`config.mk`:
```
export PLATFORM = sky130hd
export DESIGN_NAME = running_min_max_mean_top_flat
export DESIGN_NICKNAME = d
export VERILOG_FILES = /design/src/sv/rmm_pkg.sv /design/src/sv/rmm_if.sv /design/src/sv/running_min_max_mean_top.sv /design/src/flat_wrapper.sv
export SDC_FILE = /design/constraint.sdc
export NUM_CORES = 1
export LEC_CHECK = 0
export ABC_AREA = 1
export BUFFER_PORTS_ARGS = -buffer_cell sky130_fd_sc_hd__buf_2
export CORE_ASPECT_RATIO = 0.7
export CORE_MARGIN = 4
export CORE_UTILIZATION = 55
export CTS_BUF_LIST = sky130_fd_sc_hd__clkbuf_4 sky130_fd_sc_hd__clkbuf_8
export DETAILED_ROUTE_END_ITERATION = 8
export PLACE_DENSITY_LB_ADDON = 0.3
export SLEW_MARGIN = 20
export SYNTH_ARGS = -nofsm -noshare
export SYNTH_HDL_FRONTEND = slang
export SYNTH_SLANG_ARGS = --single-unit
```
`constraint.sdc`:
```
create_clock -name clk -period 11.53 [get_ports clk]
set_clock_uncertainty 0.1 [all_clocks]
set_input_delay 1.153 -clock clk [delete_from_list [all_inputs] [get_ports clk]]
set_output_delay 1.153 -clock clk [all_outputs]
set_load 0.005 [all_outputs]
```
`src/sv/rmm_pkg.sv`:
```
// ----------------------------------------------------------------------------
// rmm_pkg
// Shared types and constants for the running min / max / mean statistics
// block.
// ----------------------------------------------------------------------------
package rmm_pkg;

  localparam int SAMPLE_WIDTH = 32;

  localparam logic [31:0] SAMPLE_MASK = 32'((64'(1) << SAMPLE_WIDTH) - 64'(1));
  localparam logic [31:0] COUNT_MAX   = 32'hFFFF_FFFF;
  localparam logic [31:0] MIN_RESET   = 32'hFFFF_FFFF;

  typedef enum logic [1:0] {
    ST_IDLE,
    ST_ACC,
    ST_DIV,
    ST_FIN
  } state_t;

endpackage

```
`src/sv/rmm_if.sv`:
```
// ----------------------------------------------------------------------------
// rmm stream interfaces
// Valid / ready channels for samples in and statistics out.
// ----------------------------------------------------------------------------
interface rmm_smp_if;
  logic        valid;
  logic        ready;
  logic [31:0] sample;

  modport source (output valid, output sample, input ready);
  modport sink   (input valid, input sample, output ready);
endinterface

interface rmm_res_if;
  logic        valid;
  logic        ready;
  logic [31:0] out_count;
  logic [63:0] out_sum;
  logic [31:0] out_mean;
  logic [31:0] out_min;
  logic [31:0] out_max;

  modport source (output valid, output out_count, output out_sum, output out_mean,
                  output out_min, output out_max, input ready);
  modport sink   (input valid, input out_count, input out_sum, input out_mean,
                  input out_min, input out_max, output ready);
endinterface

```
`src/sv/running_min_max_mean_top.sv`:
```
// ----------------------------------------------------------------------------
// running_min_max_mean_top
// Running count, saturating sum, truncated mean, minimum and maximum.
// ----------------------------------------------------------------------------
// One request is taken at a time. After acceptance, a bit-serial pass adds
// the sample into the sum and compares it with the stored minimum and
// maximum, then a radix-2 divider produces one mean bit per cycle, and the
// result is loaded into the output register. The next request is taken the
// cycle after that load, so a new request is never accepted before the
// last result is loaded. A finished result waits in the output register
// while the next request is taken; if it is still unread when the
// following result is ready, that result holds and the input stalls until
// the output register is read. Count and sum saturate; the mean saturates
// at all ones once the quotient no longer fits in 32 bits.
module running_min_max_mean_top (
  input  logic         clk,
  input  logic         rst,
  rmm_smp_if.sink      smp,
  rmm_res_if.source    res
);

  rmm_pkg::state_t state, state_next;

  logic [5:0]  cnt;
  logic        carry;
  logic        lt, gt;
  logic [31:0] s_sh;
  logic [63:0] sum_sh;
  logic [31:0] min_sh, max_sh;
  logic [31:0] count;
  logic [31:0] rem;
  logic [31:0] lo;
  logic        sat;

  logic        out_valid;
  logic [31:0] out_count, out_mean, out_min, out_max;
  logic [63:0] out_sum;

  logic        addend, sbit, carry_next;
  logic [63:0] sum_fin;
  logic [32:0] tmp;
  logic [33:0] diff;
  logic        ge;
  logic        load_out;

  assign addend     = cnt[5] ? 1'b0 : s_sh[0];
  assign sbit       = sum_sh[0] ^ addend ^ carry;
  assign carry_next = (sum_sh[0] & addend) | (sum_sh[0] & carry) | (addend & carry);
  assign sum_fin    = carry_next ? '1 : {sbit, sum_sh[63:1]};

  assign tmp  = {rem, lo[31]};
  assign diff = {1'b0, tmp} - {2'b00, count};
  assign ge   = ~diff[33];

  always_comb begin
    state_next = state;
    load_out   = 1'b0;
    unique case (state)
      rmm_pkg::ST_IDLE: if (smp.valid) state_next = rmm_pkg::ST_ACC;
      rmm_pkg::ST_ACC:  if (cnt == 6'd63) state_next = rmm_pkg::ST_DIV;
      rmm_pkg::ST_DIV:  if (cnt[4:0] == 5'd31) state_next = rmm_pkg::ST_FIN;
      rmm_pkg::ST_FIN: begin
        if (!out_valid || res.ready) begin
          load_out   = 1'b1;
          state_next = rmm_pkg::ST_IDLE;
        end
      end
      default: state_next = rmm_pkg::ST_IDLE;
    endcase
  end

  always_ff @(posedge clk) begin
    if (rst) state <= rmm_pkg::ST_IDLE;
    else     state <= state_next;
  end

  always_ff @(posedge clk) begin
    if (rst) begin
      count     <= '0;
      sum_sh    <= '0;
      min_sh    <= rmm_pkg::MIN_RESET;
      max_sh    <= '0;
      out_valid <= 1'b0;
      cnt       <= '0;
    end else begin
      unique case (state)
        rmm_pkg::ST_IDLE: begin
          if (smp.valid) begin
            s_sh  <= smp.sample & rmm_pkg::SAMPLE_MASK;
            count <= (count == rmm_pkg::COUNT_MAX) ? count : count + 32'd1;
            carry <= 1'b0;
            lt    <= 1'b0;
            gt    <= 1'b0;
            cnt   <= '0;
          end
        end
        rmm_pkg::ST_ACC: begin
          cnt    <= cnt + 6'd1;
          carry  <= carry_next;
          sum_sh <= (cnt == 6'd63) ? sum_fin : {sbit, sum_sh[63:1]};
          if (!cnt[5]) begin
            s_sh   <= {s_sh[0], s_sh[31:1]};
            min_sh <= {min_sh[0], min_sh[31:1]};
            max_sh <= {max_sh[0], max_sh[31:1]};
            if (s_sh[0] != min_sh[0]) lt <= ~s_sh[0];
            if (s_sh[0] != max_sh[0]) gt <= s_sh[0];
          end
          if (cnt == 6'd63) begin
            rem    <= sum_fin[63:32];
            lo     <= sum_fin[31:0];
            sat    <= sum_fin[63:32] >= count;
            if (lt) min_sh <= s_sh;
            if (gt) max_sh <= s_sh;
          end
        end
        rmm_pkg::ST_DIV: begin
          cnt <= cnt + 6'd1;
          rem <= ge ? diff[31:0] : tmp[31:0];
          lo  <= {lo[30:0], ge};
        end
        rmm_pkg::ST_FIN: cnt <= '0;
        default: cnt <= '0;
      endcase

      if (load_out)       out_valid <= 1'b1;
      else if (res.ready) out_valid <= 1'b0;
    end
  end

  always_ff @(posedge clk) begin
    if (load_out) begin
      out_count <= count;
      out_sum   <= sum_sh;
      out_mean  <= sat ? '1 : lo;
      out_min   <= min_sh;
      out_max   <= max_sh;
    end
  end

  assign smp.ready     = (state == rmm_pkg::ST_IDLE);
  assign res.valid     = out_valid;
  assign res.out_count = out_count;
  assign res.out_sum   = out_sum;
  assign res.out_mean  = out_mean;
  assign res.out_min   = out_min;
  assign res.out_max   = out_max;

endmodule

```
`src/flat_wrapper.sv`:
```
// flat-port wrapper written by rule: the top's interface ports become plain ports
module running_min_max_mean_top_flat 
  (clk, rst, smp_valid, smp_sample, smp_ready, res_valid, res_out_count, res_out_sum, res_out_mean, res_out_min, res_out_max, res_ready);
  rmm_smp_if smp_i ();
  rmm_res_if res_i ();
  input  logic clk;
  input  logic rst;
  input wire logic [$bits(smp_i.valid)-1:0] smp_valid;
  input wire logic [$bits(smp_i.sample)-1:0] smp_sample;
  output wire logic [$bits(smp_i.ready)-1:0] smp_ready;
  output wire logic [$bits(res_i.valid)-1:0] res_valid;
  output wire logic [$bits(res_i.out_count)-1:0] res_out_count;
  output wire logic [$bits(res_i.out_sum)-1:0] res_out_sum;
  output wire logic [$bits(res_i.out_mean)-1:0] res_out_mean;
  output wire logic [$bits(res_i.out_min)-1:0] res_out_min;
  output wire logic [$bits(res_i.out_max)-1:0] res_out_max;
  input wire logic [$bits(res_i.ready)-1:0] res_ready;
  assign smp_i.valid = smp_valid;
  assign smp_i.sample = smp_sample;
  assign smp_ready = smp_i.ready;
  assign res_valid = res_i.valid;
  assign res_out_count = res_i.out_count;
  assign res_out_sum = res_i.out_sum;
  assign res_out_mean = res_i.out_mean;
  assign res_out_min = res_i.out_min;
  assign res_out_max = res_i.out_max;
  assign res_i.ready = res_ready;
  running_min_max_mean_top u_core (.clk(clk), .rst(rst), .smp(smp_i), .res(res_i));
endmodule
```
=== Word level (Yosys, flattened, before mapping) ===
Cells that the tools add are included.

* Bitwise gates (word level): 11
* Order comparisons: 1
* Eq/ne operators: 15
* Add/subtract/negate cells: 3
* Multiplexer cells: 36
* Reduce and logical (&&, ||, !) cells: 15

{| class="wikitable"
|+ Operator list
! operator !! number
|-
| two-way mux 32 bit || 11
|-
| one-hot mux 32 bit (2 select lines) || 3
|-
| two-way mux 64 bit || 2
|-
| subtractor 33 x 32 -> 34 bit || 1
|-
| adder 32 x 1 -> 32 bit, second input constant || 1
|-
| equality test 32 bit, second input constant || 1
|-
| greater-or-equal comparator 32 bit || 1
|-
| one-hot mux 6 bit (3 select lines) || 1
|-
| AND reduction 3 bit || 4
|-
| two-way mux 1 bit || 10
|-
| inequality test 2 x 1 -> 1 bit, second input constant || 5
|-
| AND reduction 5 bit || 2
|-
| two-way mux 2 bit || 4
|-
| one-hot mux 2 bit (4 select lines) || 1
|-
| AND reduction 4 bit || 2
|-
| adder 6 x 1 -> 6 bit, second input constant || 1
|-
| equality test 6 bit, second input constant || 1
|-
| two-way mux 6 bit || 1
|-
| one-hot mux 1 bit (2 select lines) || 3
|-
| nonzero test 2 bit || 3
|-
| equality test 5 bit, second input constant || 1
|-
| equality test 2 bit, second input constant || 2
|-
| inequality test 2 bit, second input constant || 2
|-
| NOT 1 bit || 4
|-
| 9 further kinds || 14
|}

* Register bits after elaboration: 461
* Output and inout bits: 194
* Logic and storage cells: 100
* Bits of input ports: 36

=== Depth between registers and ports, before layout ===
Gate-level depths: netlist of the first run.

* Word-level depth: 7
* Depth in mapped cells: 18
* Gate-level depth less buffers: 16

=== Worst setup path after synthesis of the first run ===
OpenSTA, ideal clock, no wires.

* Path type: input -> register
* From: input res_ready
* To: register u_core.out_count[0] (netlist: u_core.res.out_count[0]) (enable)
* Library setup time: 807 ps
* Data required time: 10,623 ps
* Slack: 263 ps
* Data arrival time: 10,360 ps
* Cell stages on the path: 2
* Path through: inv_1 a21oi_1

* Word-level cells in the longest chain between the ends: 3

{| class="wikitable"
|+ Ends and longest elaborated chain
! element !! RTL line !! text
|-
| start: declaration || flat_wrapper.sv:17 || <nowiki>input wire logic [$bits(res_i.ready)-1:0] res_ready;</nowiki>
|-
| logical OR 1 bit || running_min_max_mean_top.sv:63 || <nowiki>if (!out_valid || res.ready) begin</nowiki>
|-
| two-way mux 1 bit || running_min_max_mean_top.sv:63 ||
|-
| two-way mux 1 bit || running_min_max_mean_top.sv:58 || <nowiki>unique case (state)</nowiki>
|-
| net u_core.load_out || running_min_max_mean_top.sv:44 || <nowiki>logic load_out;</nowiki>
|-
| end signal: assignment || running_min_max_mean_top.sv:132 || <nowiki>out_count <= count;</nowiki>
|-
| end: declaration || running_min_max_mean_top.sv:36 || <nowiki>logic [31:0] out_count, out_mean, out_min, out_max;</nowiki>
|}

The timed path passes the listed nets, and every way through them passes these cells.
A chain may end at the register's enable or synchronous reset.

=== Worst setup path in the final report of the first run ===
* From: register u_core.count[22]
* To: register u_core.rem[2] (data pin)

* Word-level cells in the longest chain between the ends: 3

{| class="wikitable"
|+ Ends and longest elaborated chain
! element !! RTL line !! text
|-
| start: declaration || running_min_max_mean_top.sv:30 || <nowiki>logic [31:0] count;</nowiki>
|-
| start signal: assignment || running_min_max_mean_top.sv:90 || <nowiki>count <= (count == rmm_pkg::COUNT_MAX) ? count : count + 32'd1;</nowiki>
|-
| subtractor 33 x 32 -> 34 bit || running_min_max_mean_top.sv:52 || <nowiki>assign diff = {1'b0, tmp} - {2'b00, count};</nowiki>
|-
| two-way mux 32 bit || running_min_max_mean_top.sv:118 || <nowiki>rem <= ge ? diff[31:0] : tmp[31:0];</nowiki>
|-
| one-hot mux 32 bit (2 select lines) || running_min_max_mean_top.sv:86 || <nowiki>unique case (state)</nowiki>
|-
| end signal: assignment || running_min_max_mean_top.sv:109 || <nowiki>rem <= sum_fin[63:32];</nowiki>
|-
| end signal: assignment || running_min_max_mean_top.sv:118 ||
|-
| end: declaration || running_min_max_mean_top.sv:31 || <nowiki>logic [31:0] rem;</nowiki>
|}

No other way between the ends.

==> results of run 1 <==
==> worst max-delay path by stage <==
| stage | start | cells after the start | endpoint |
|---|---|---|---|
| after floorplan | res_ready | 2 | u_core.res.out_count[0]$_DFFE_PP_ |
| after global placement | u_core.count[22]$_SDFFE_PP0P_ | 13 | u_core.rem[0]$_DFFE_PP_ |
| after detailed placement | u_core.count[23]$_SDFFE_PP0P_ | 13 | u_core.rem[2]$_DFFE_PP_ |
| after CTS | u_core.count[22]$_SDFFE_PP0P_ | 13 | u_core.rem[3]$_DFFE_PP_ |
| after global routing | u_core.count[22]$_SDFFE_PP0P_ | 13 | u_core.rem[7]$_DFFE_PP_ |
| final | u_core.count[22]$_SDFFE_PP0P_ | 13 | u_core.rem[2]$_DFFE_PP_ |
==> cell usage in the layout (no fill, tap or decap), drive strengths merged, types with 2 or more instances in the layout <==
master,netlist,layout
a211oi,5,5
a21oi,69,69
a221oi,21,21
a311oi,31,31
a31oi,77,77
and2,2,2
and3,2,2
buf,24,251
clkbuf,94,101
clkinv,0,18
clkinvlp,0,4
dfxtp,169,169
edfxtp,292,292
fa,2,2
ha,71,71
inv,321,321
nand2,566,566
nand3,124,124
nand3b,19,19
nand4,20,20
nor2,160,160
nor3,74,74
nor4,2,2
o21ai,163,163
o21bai,2,2
o22ai,32,32
xnor2,13,13
xor2,24,24
==> sequential cells by signal, summed over array words and instances (netlist names) <==
register and cells:
u_core.lt 1, u_core.res.out_max 32, u_core.state 2, u_core.res.valid 1, u_core.s_sh 32, u_core.min_sh 32, u_core.sum_sh 64, u_core.lo 32
u_core.rem 32, u_core.gt 1, u_core.carry 1, u_core.res.out_mean 32, u_core.max_sh 32, u_core.res.out_min 32, u_core.res.out_count 32, u_core.sat 1
u_core.cnt 6, u_core.count 32, u_core.res.out_sum 64
==> worst register-to-register path: stages (launching register included) <==
cell     delay [ns]
dfxtp_1        0.46
inv_1          0.22
ha_1           0.48
nand2_1        0.12
inv_1          0.09
nand2_1        0.11
inv_1          0.12
nand2_1        0.09
nor2_1         0.14
nand2_2        0.47
nand2_2        0.85
nand2_1        0.16
nand3_1        0.11
o21ai_0        0.10
==> final cells by class <==
class | count | area (µm²)
well taps | 527 | 659.4
flip-flops and latches | 461 | 12150
repair buffers | 251 | 1318
fillers | 3165 | 13980
clock inverters | 23 | 150.1
inverters | 321 | 1207
clock buffers | 101 | 1309
multi-input cells | 1484 | 7740
==> power groups by stage <==
| stage | Clock (mW) | Sequential, mW | Combinational [mW] |
|---|---|---|---|
| floorplan | 0 | 2.44 | 1.32 |
| global placement | 0 | 2.44 | 1.87 |
| detailed placement | 0 | 2.45 | 1.91 |
| CTS | 1.42 | 2.42 | 1.92 |
| global route | 1.49 | 2.46 | 2.18 |
| finish | 1.40 | 2.43 | 1.96 |
==> routing by layer <==
layer / GRT usage (%) / vias up
met2: 40.05 / 1063
li1: - / 8479
met5: 0 / -
met1: 46.00 / 8588
met3: 7.684 / 109
met4: 8.100 / 0
==> cell families after synthesis <==
| group | synth area share [%] |
|---|---|
| and+or+nand+nor | 18.81 |
| DFF | 56.49 |
| buffers and inverters | 7.760 |
| AOI/OAI and AO/OA | 11.11 |
| adders and majority gates | 4.316 |
| xor gates and xnor gates | 1.507 |
==> metrics by stage <==
| step | util [%] | cell area, µm² |
|---|---|---|
| 2_1_floorplan | - | 21510 |
| 3_3_place_gp | 59.89 | 23060 |
| 3_5_place_dp | 59.91 | 23070 |
| 4_1_cts | 63.70 | 24530 |
| 5_1_grt | 63.71 | 24530 |
| 6_report | 63.71 | 24530 |
==> results.md, run 1 <==
- Clk Latency, worst-skew pair: 0.63 ns
- Initial antenna violation count: 0
- Synth Register Bits: roughly 460
- Crit path max-delay family: simple AND/OR/NAND/NOR gates
- Post-synth EDFFs: 292
- Cts hold-fix bufs: 0
- Post-synth top flop: edfxtp_1
- Clk buf depth: 3
- Most common cell in the netlist: nand2_1
- Post-synthesis sequential area ratio: 56.49%
- CTS Buf Count: 70
- Synth top area share: 40.77%
- WL met3: 7.638 mm
- WHS Path Cells: 0
- R2R depth: 13
- ANT cells: 0
- Die Area: 42390 µm²
- Syn nets: 2493
- Status: finished clean
- Hold WS: roughly 0.34 ns
- Detailed placement HPWL: 44.70 mm
- CP Buf/Inv Count: 3
- Final WL: about 64 mm
- DRT iter0 DRCs: 2194
- Largest net degree at the start of global routing: 122
- 1st-pass router iterations: 5
- Core area: 38510 µm²
- Buffer count from post-CTS setup fixing: 0
- R2R Setup Slk: 7.60 ns
- Setup ws final: 7.599 ns
- RSZ-0062 raised after global routing: false
- Vias per std cell: 5.757
- Mapped Avg Cell Area: 9.022 µm²
- Post-Syn Instances: 2384
- Worst hold path class: reg2reg
- Worst vdd ir: 195.6 µV
- Critical Path Fanout Max: 34
- Reg2Reg Capture Point: u_core.rem[2]$_DFFE_PP_
- Total net switching power: 2.209 mW
- Io pins: 230
- CP cell instances: inv_1, ha_1, nand2_1, inv_1, nand2_1, inv_1, nand2_1, nor2_1, nand2_2, nand2_2, nand2_1, nand3_1, o21ai_0
- Post-synth ARST share: 0%
- Leak Pwr: 10.11 nW
- CP Class: reg2reg
- Overall routing resource usage: 29.36%
- Fin crit share: around a third
- Vias in the first global route: 16775
- Post-synth top cells: 566 x nand2_1, 320 x inv_1, 292 x edfxtp_1
- Final std cells w/o fill: about 3200
- Worst slack, placed: 7.717 ns
- Worst hold start: u_core.sum_sh[55]$_SDFFE_PP0P_
- Flop pwr share: about two fifths
- Internal power: 3.577 mW
- Rows: 60
- Initial Util: 55.85%
- Sw frac: 38.18%
- Hold worst-path end: u_core.res.out_sum[55]$_DFFE_PP_
- Area growth from synthesis to layout: 14.07%
- CTS Sinks: 461
- Post-layout net count: roughly 2700
- Routability cong.: 1.000
- Final TNS setup: 0 ns
- Final setup vio count: 0
- Final hold vios: 0
- Die Ht: 173.5 µm
- Slowest cell on crit path: nand2_2
- DRC: 0
- Slowest Stage Delay on Critical Path: around 0.85 ns
- Global route total overflow: 0
- # Max-Cap Violations: 0
- Final Max Slew Viols: 0
- Crit path DAT: between 4 and 5 ns
- Placed Cells: 3044
- IO Port Bufs: roughly 230
- R2R Path Start: u_core.count[22]$_SDFFE_PP0P_
- Slew @ Worst Pin: 1.085 ns
- Post-route antenna net violation count: 0
- Post-CTS sizing: 0
- Fmax: 254.4 MHz
- Max-slew headroom: ~28%
- Post-synthesis cell area: ~22000 µm²
- Top sig layer: met4
- CP Capture Type: flop
- CP Launch Type: flop
- Total power: 5.786 mW
- M1 wire length: 28.85 mm
- Met2 wire len: 25.76 mm
- Die Wd: 244.4 µm
- Dominant cell type by area after synthesis: edfxtp_1
- Min cycle time layout: 3.931 ns
- H-tree levels: 3
- Critical path's most frequent cell: nand2_1
- Logic gate share of total power: 33.8%
- Share of cells above drive strength 1: between 10% and 20%
- Distinct cells, synth: 38
- First-pass GRT wire length: 98.05 mm
- WP data required: 11.74 ns
- PwrDens: ~240 nW/µm²
- CTS Root Cell: clkbuf_8
- Clock slew at reported path FFs: 0.07 ns
- Via count: 18239
- CTS tree: built
- Clock power frac: 24.2%
- Wire per inst: 20.17 µm
- Warnings from Yosys: 0
- Top post-synthesis cells by area: edfxtp_1 41%, dfxtp_1 16%, nand2_1 9.9%
Power figures use the tool's default switching activity.
==> run 2, diff against run 1 <==
- ABC_AREA: 1 -> 0
- clock period: 11.53 -> 3.2 ns (I/O delays scaled with it)
==> results.md, run 2 <==
- Status: finished clean
- Most frequent cells in the layout: 292 x edfxtp_1, 229 x buf_2, 161 x dfxtp_1
- Worst hold path class: in2reg
- CP Buf/Inv Count: 1 (-2)
- DRT iter0 DRCs: 1453 (-34%)
- Post-synth top flop: edfxtp_1
- Reg2Reg Capture Point: u_core.sat$_DFFE_PP_
- Io pins: 230 (unchanged)
- Final core occ: 66.99% (+3.3 points)
- Clock slew at reported path FFs: 0.08 ns (about the same)
- CTS Buf Count: 68 (-2.9%)
- Rows: 58 (-3.3%)
- CTS Sinks: 461 (unchanged)
- Global route total overflow: 0 (unchanged)
- Post-layout net count: 2134 (-21%)
- Slowest cell on crit path: fa_2
- Via count: 14946 (-18%)
- DRC: 0 (unchanged)
- Slew @ Worst Pin: 1.005 ns (-0.07945 ns)
- Share of cells above drive strength 1: 29.74% (+15 points)
- CTS tree: built
- R2R depth: 13 (unchanged)
- Fillers: 2667 (-16%)
- Multi-input logic area: 7426 µm² (-4.1%)
- Clock power frac: 26.0% (+1.8 points)
- Mapped Avg Cell Area: 11.70 µm² (+30%)
- Final setup vio count: 0 (unchanged)
- R2R Setup Slk: 0.11 ns (-7.49 ns)
- Vias in the first global route: 14303 (-15%)
- Clk buf depth: 3 (unchanged)
- Vias per std cell: 5.841 (+1.4%)
- Leak Pwr: 8.985 nW (-11%)
- Worst vdd ir: 504.7 µV (+160%)
- Fin crit share: 96.56% (+62 points)
- Min cycle time layout: 3.090 ns (-0.8408 ns)
- First-pass GRT wire length: 80.01 mm (-18%)
- Post-synthesis cell area: 20010 µm² (-7.0%)
- 1st-pass router iterations: 7 (+2)
- Post-route antenna net violation count: 0 (unchanged)
- Detailed placement HPWL: 33.91 mm (-24%)
- Warnings from Yosys: 0 (unchanged)
- Dominant cell type by area after synthesis: edfxtp_1
- Syn nets: 1819 (-27%)
- Die Area: 39550 µm² (-6.7%)
- Initial Util: 55.71% (-0.15 points)
- PwrDens: 795.4 nW/µm² (+240%)
- Initial antenna violation count: 1 (+1)
- Final Max Slew Viols: 0 (unchanged)
- Design area: 24060 µm² (-1.9%)
- Post-synthesis sequential area ratio: 60.73% (+4.2 points)
- Clk Latency, worst-skew pair: 0.63 ns (about the same)
- Commonest non-fill, non-tap cell in the layout: edfxtp_1
- Total net switching power: 6.297 mW (+190%)
- Core area: 35920 µm² (-6.7%)
- Hold WS: 0.1228 ns (-0.2214 ns)
- Worst hold start: rst
- IO Port Bufs: 229 (unchanged)
- Final WL: 51.01 mm (-20%)
- Routability cong.: 0.9213 (-7.9%)
- Flop pwr share: 44.7% (+2.7 points)
- Synth top area share: 43.82% (+3.1 points)
- Distinct cells, synth: 69 (+82%)
- Register Area: 12160 µm² (+0.10%)
- Overall routing resource usage: 25.10% (-4.3 points)
- Max-slew headroom: 32.99% (+5.4 points)
- R2R Path Start: u_core.cnt[5]$_SDFFE_PP0N_
- Critical Path Fanout Max: 7 (-79%)
- Top Registers: u_core.res.out_sum: 64 flops, u_core.sum_sh: 64 flops
- CP cell instances: inv_2, nand2_2, fa_2, nor2b_4, ha_1, nand2b_1, a21o_1, a21o_1, a21oi_2, nor2b_1, o21ai_2, a21oi_2, or3_1
- Slowest Stage Delay on Critical Path: 0.52 ns (-0.33 ns)
- Crit path max-delay family: simple AND/OR/NAND/NOR gates
- CP Capture Type: flop
- Final hold vios: 0 (unchanged)
- CP Launch Type: flop
- Die Wd: 236.0 µm (-3.4%)
- Fmax: 323.6 MHz (+27%)
- WP data required: 3.48 ns (-8.26 ns)
- # Max-Cap Violations: 0 (unchanged)
- Most common cell in the netlist: edfxtp_1
- Sw frac: 32.90% (-5.3 points)
- CP Class: reg2reg
- Internal power: 12.84 mW (+260%)
- WHS Path Cells: 2 (+2)
- Synth Register Bits: 461 (unchanged)
- Largest net degree at the start of global routing: 134 (+9.8%)
- Post-synth ARST share: 0% (unchanged)
- Post-Syn Instances: 1710 (-28%)
- Wire per inst: 19.93 µm (-1.2%)
- Post-synth top cells: 292 x edfxtp_1, 169 x dfxtp_1, 152 x nor2_1
- Crit path DAT: 3.37 ns (-0.77 ns)
- Hold worst-path end: u_core.res.valid$_SDFFE_PP0P_
- CTS Root Cell: clkbuf_8
- Logic gate share of total power: 29.3% (-4.5 points)
- Top post-synthesis cells by area: edfxtp_1 44%, dfxtp_1 17%, ha_1 4.4%
- H-tree levels: 3 (unchanged)
- Post-synth EDFFs: 292 (unchanged)
- Area growth from synthesis to layout: 20.26%
- Die Ht: 167.6 µm (-3.4%)
- Area after DPL: 22000 µm² (-4.6%)
## run 2: logic make-up after synthesis
kind of cell	synth area share [%]
compound gates	13.47
xor+xnor	2.232
fa+ha+maj	4.640
buf+inv	3.539
flops	60.73
mux	2.051
simple gates	13.34
## run 2: worst max-delay path by stage
| stage | slack, ns | depth (start not counted) | startpoint | endpoint |
|---|---|---|---|---|
| global placement | -0.04 | 13 | u_core.cnt[5]$_SDFFE_PP0N_ | u_core.sat$_DFFE_PP_ |
| global route | -0.04 | 11 | u_core.rem[7]$_DFFE_PP_ | u_core.rem[24]$_DFFE_PP_ |
| finish | 0.11 | 13 | u_core.cnt[5]$_SDFFE_PP0N_ | u_core.sat$_DFFE_PP_ |
| detailed placement | -0.16 | 12 | u_core.s_sh[0]$_DFFE_PP_ | u_core.sat$_DFFE_PP_ |
| floorplan | -0.70 | 2 | u_core.state[1]$_SDFFE_PP0P_ | u_core.res.out_count[0]$_DFFE_PP_ |
| CTS | -0.001 | 12 | u_core.sum_sh[0]$_SDFFE_PP0P_ | u_core.sat$_DFFE_PP_ |
## run 2: cell type report
class / instances / share of cell area [%]
sequential: 461 / 50.55
multi-input combinational: 1072 / 30.86
timing repair buffer: 343 / 8.985
clock buffer: 92 / 4.742
tap: 480 / 2.496
inverter: 79 / 1.232
clock inverter: 31 / 1.128
antenna: 1 / 0.01040
## run 2: through the flow
step                      std cells    TNS (ns)  setup WS [ns]  total power [mW]
after CTS                      2548  -0.0009659     -0.0009659             19.00
final                          2559           0         0.1101             19.14
after detailed placement       2389     -0.1608        -0.1608             13.95
after global placement         2389    -0.04101       -0.04101             13.75
after floorplan                1710     -134.67        -0.7014             12.21
after global routing           2559    -0.07269       -0.04434             20.20
## run 2: per-layer routing
layer	wire (µm)	vias to the layer above	GRT usage [%]
li1	-	6970	-
met1	23080	7272	36.85
met2	22430	602	37.34
met3	3930	102	5.499
met4	1575	0	8.369
met5	0	-	0
## run 2: power by group through the flow
stage	registers, mW	logic, mW	clock network, mW
final	8.55	5.62	4.97
after global routing	8.65	6.21	5.33
after global placement	8.60	5.15	0
after CTS	8.52	5.41	5.07
after detailed placement	8.63	5.32	0
after floorplan	8.39	3.81	0
## run 2: repair_timing
item / in CTS / in global routing
endpoints found under the hold margin: 33 / 0
gates cloned: 0 / 0
setup endpoints to repair: 5 / 33
setup buffers: 3 / 10
hold buffers: 33 / 0
pin swaps: 2 / 16
resized for setup: 5 / 43
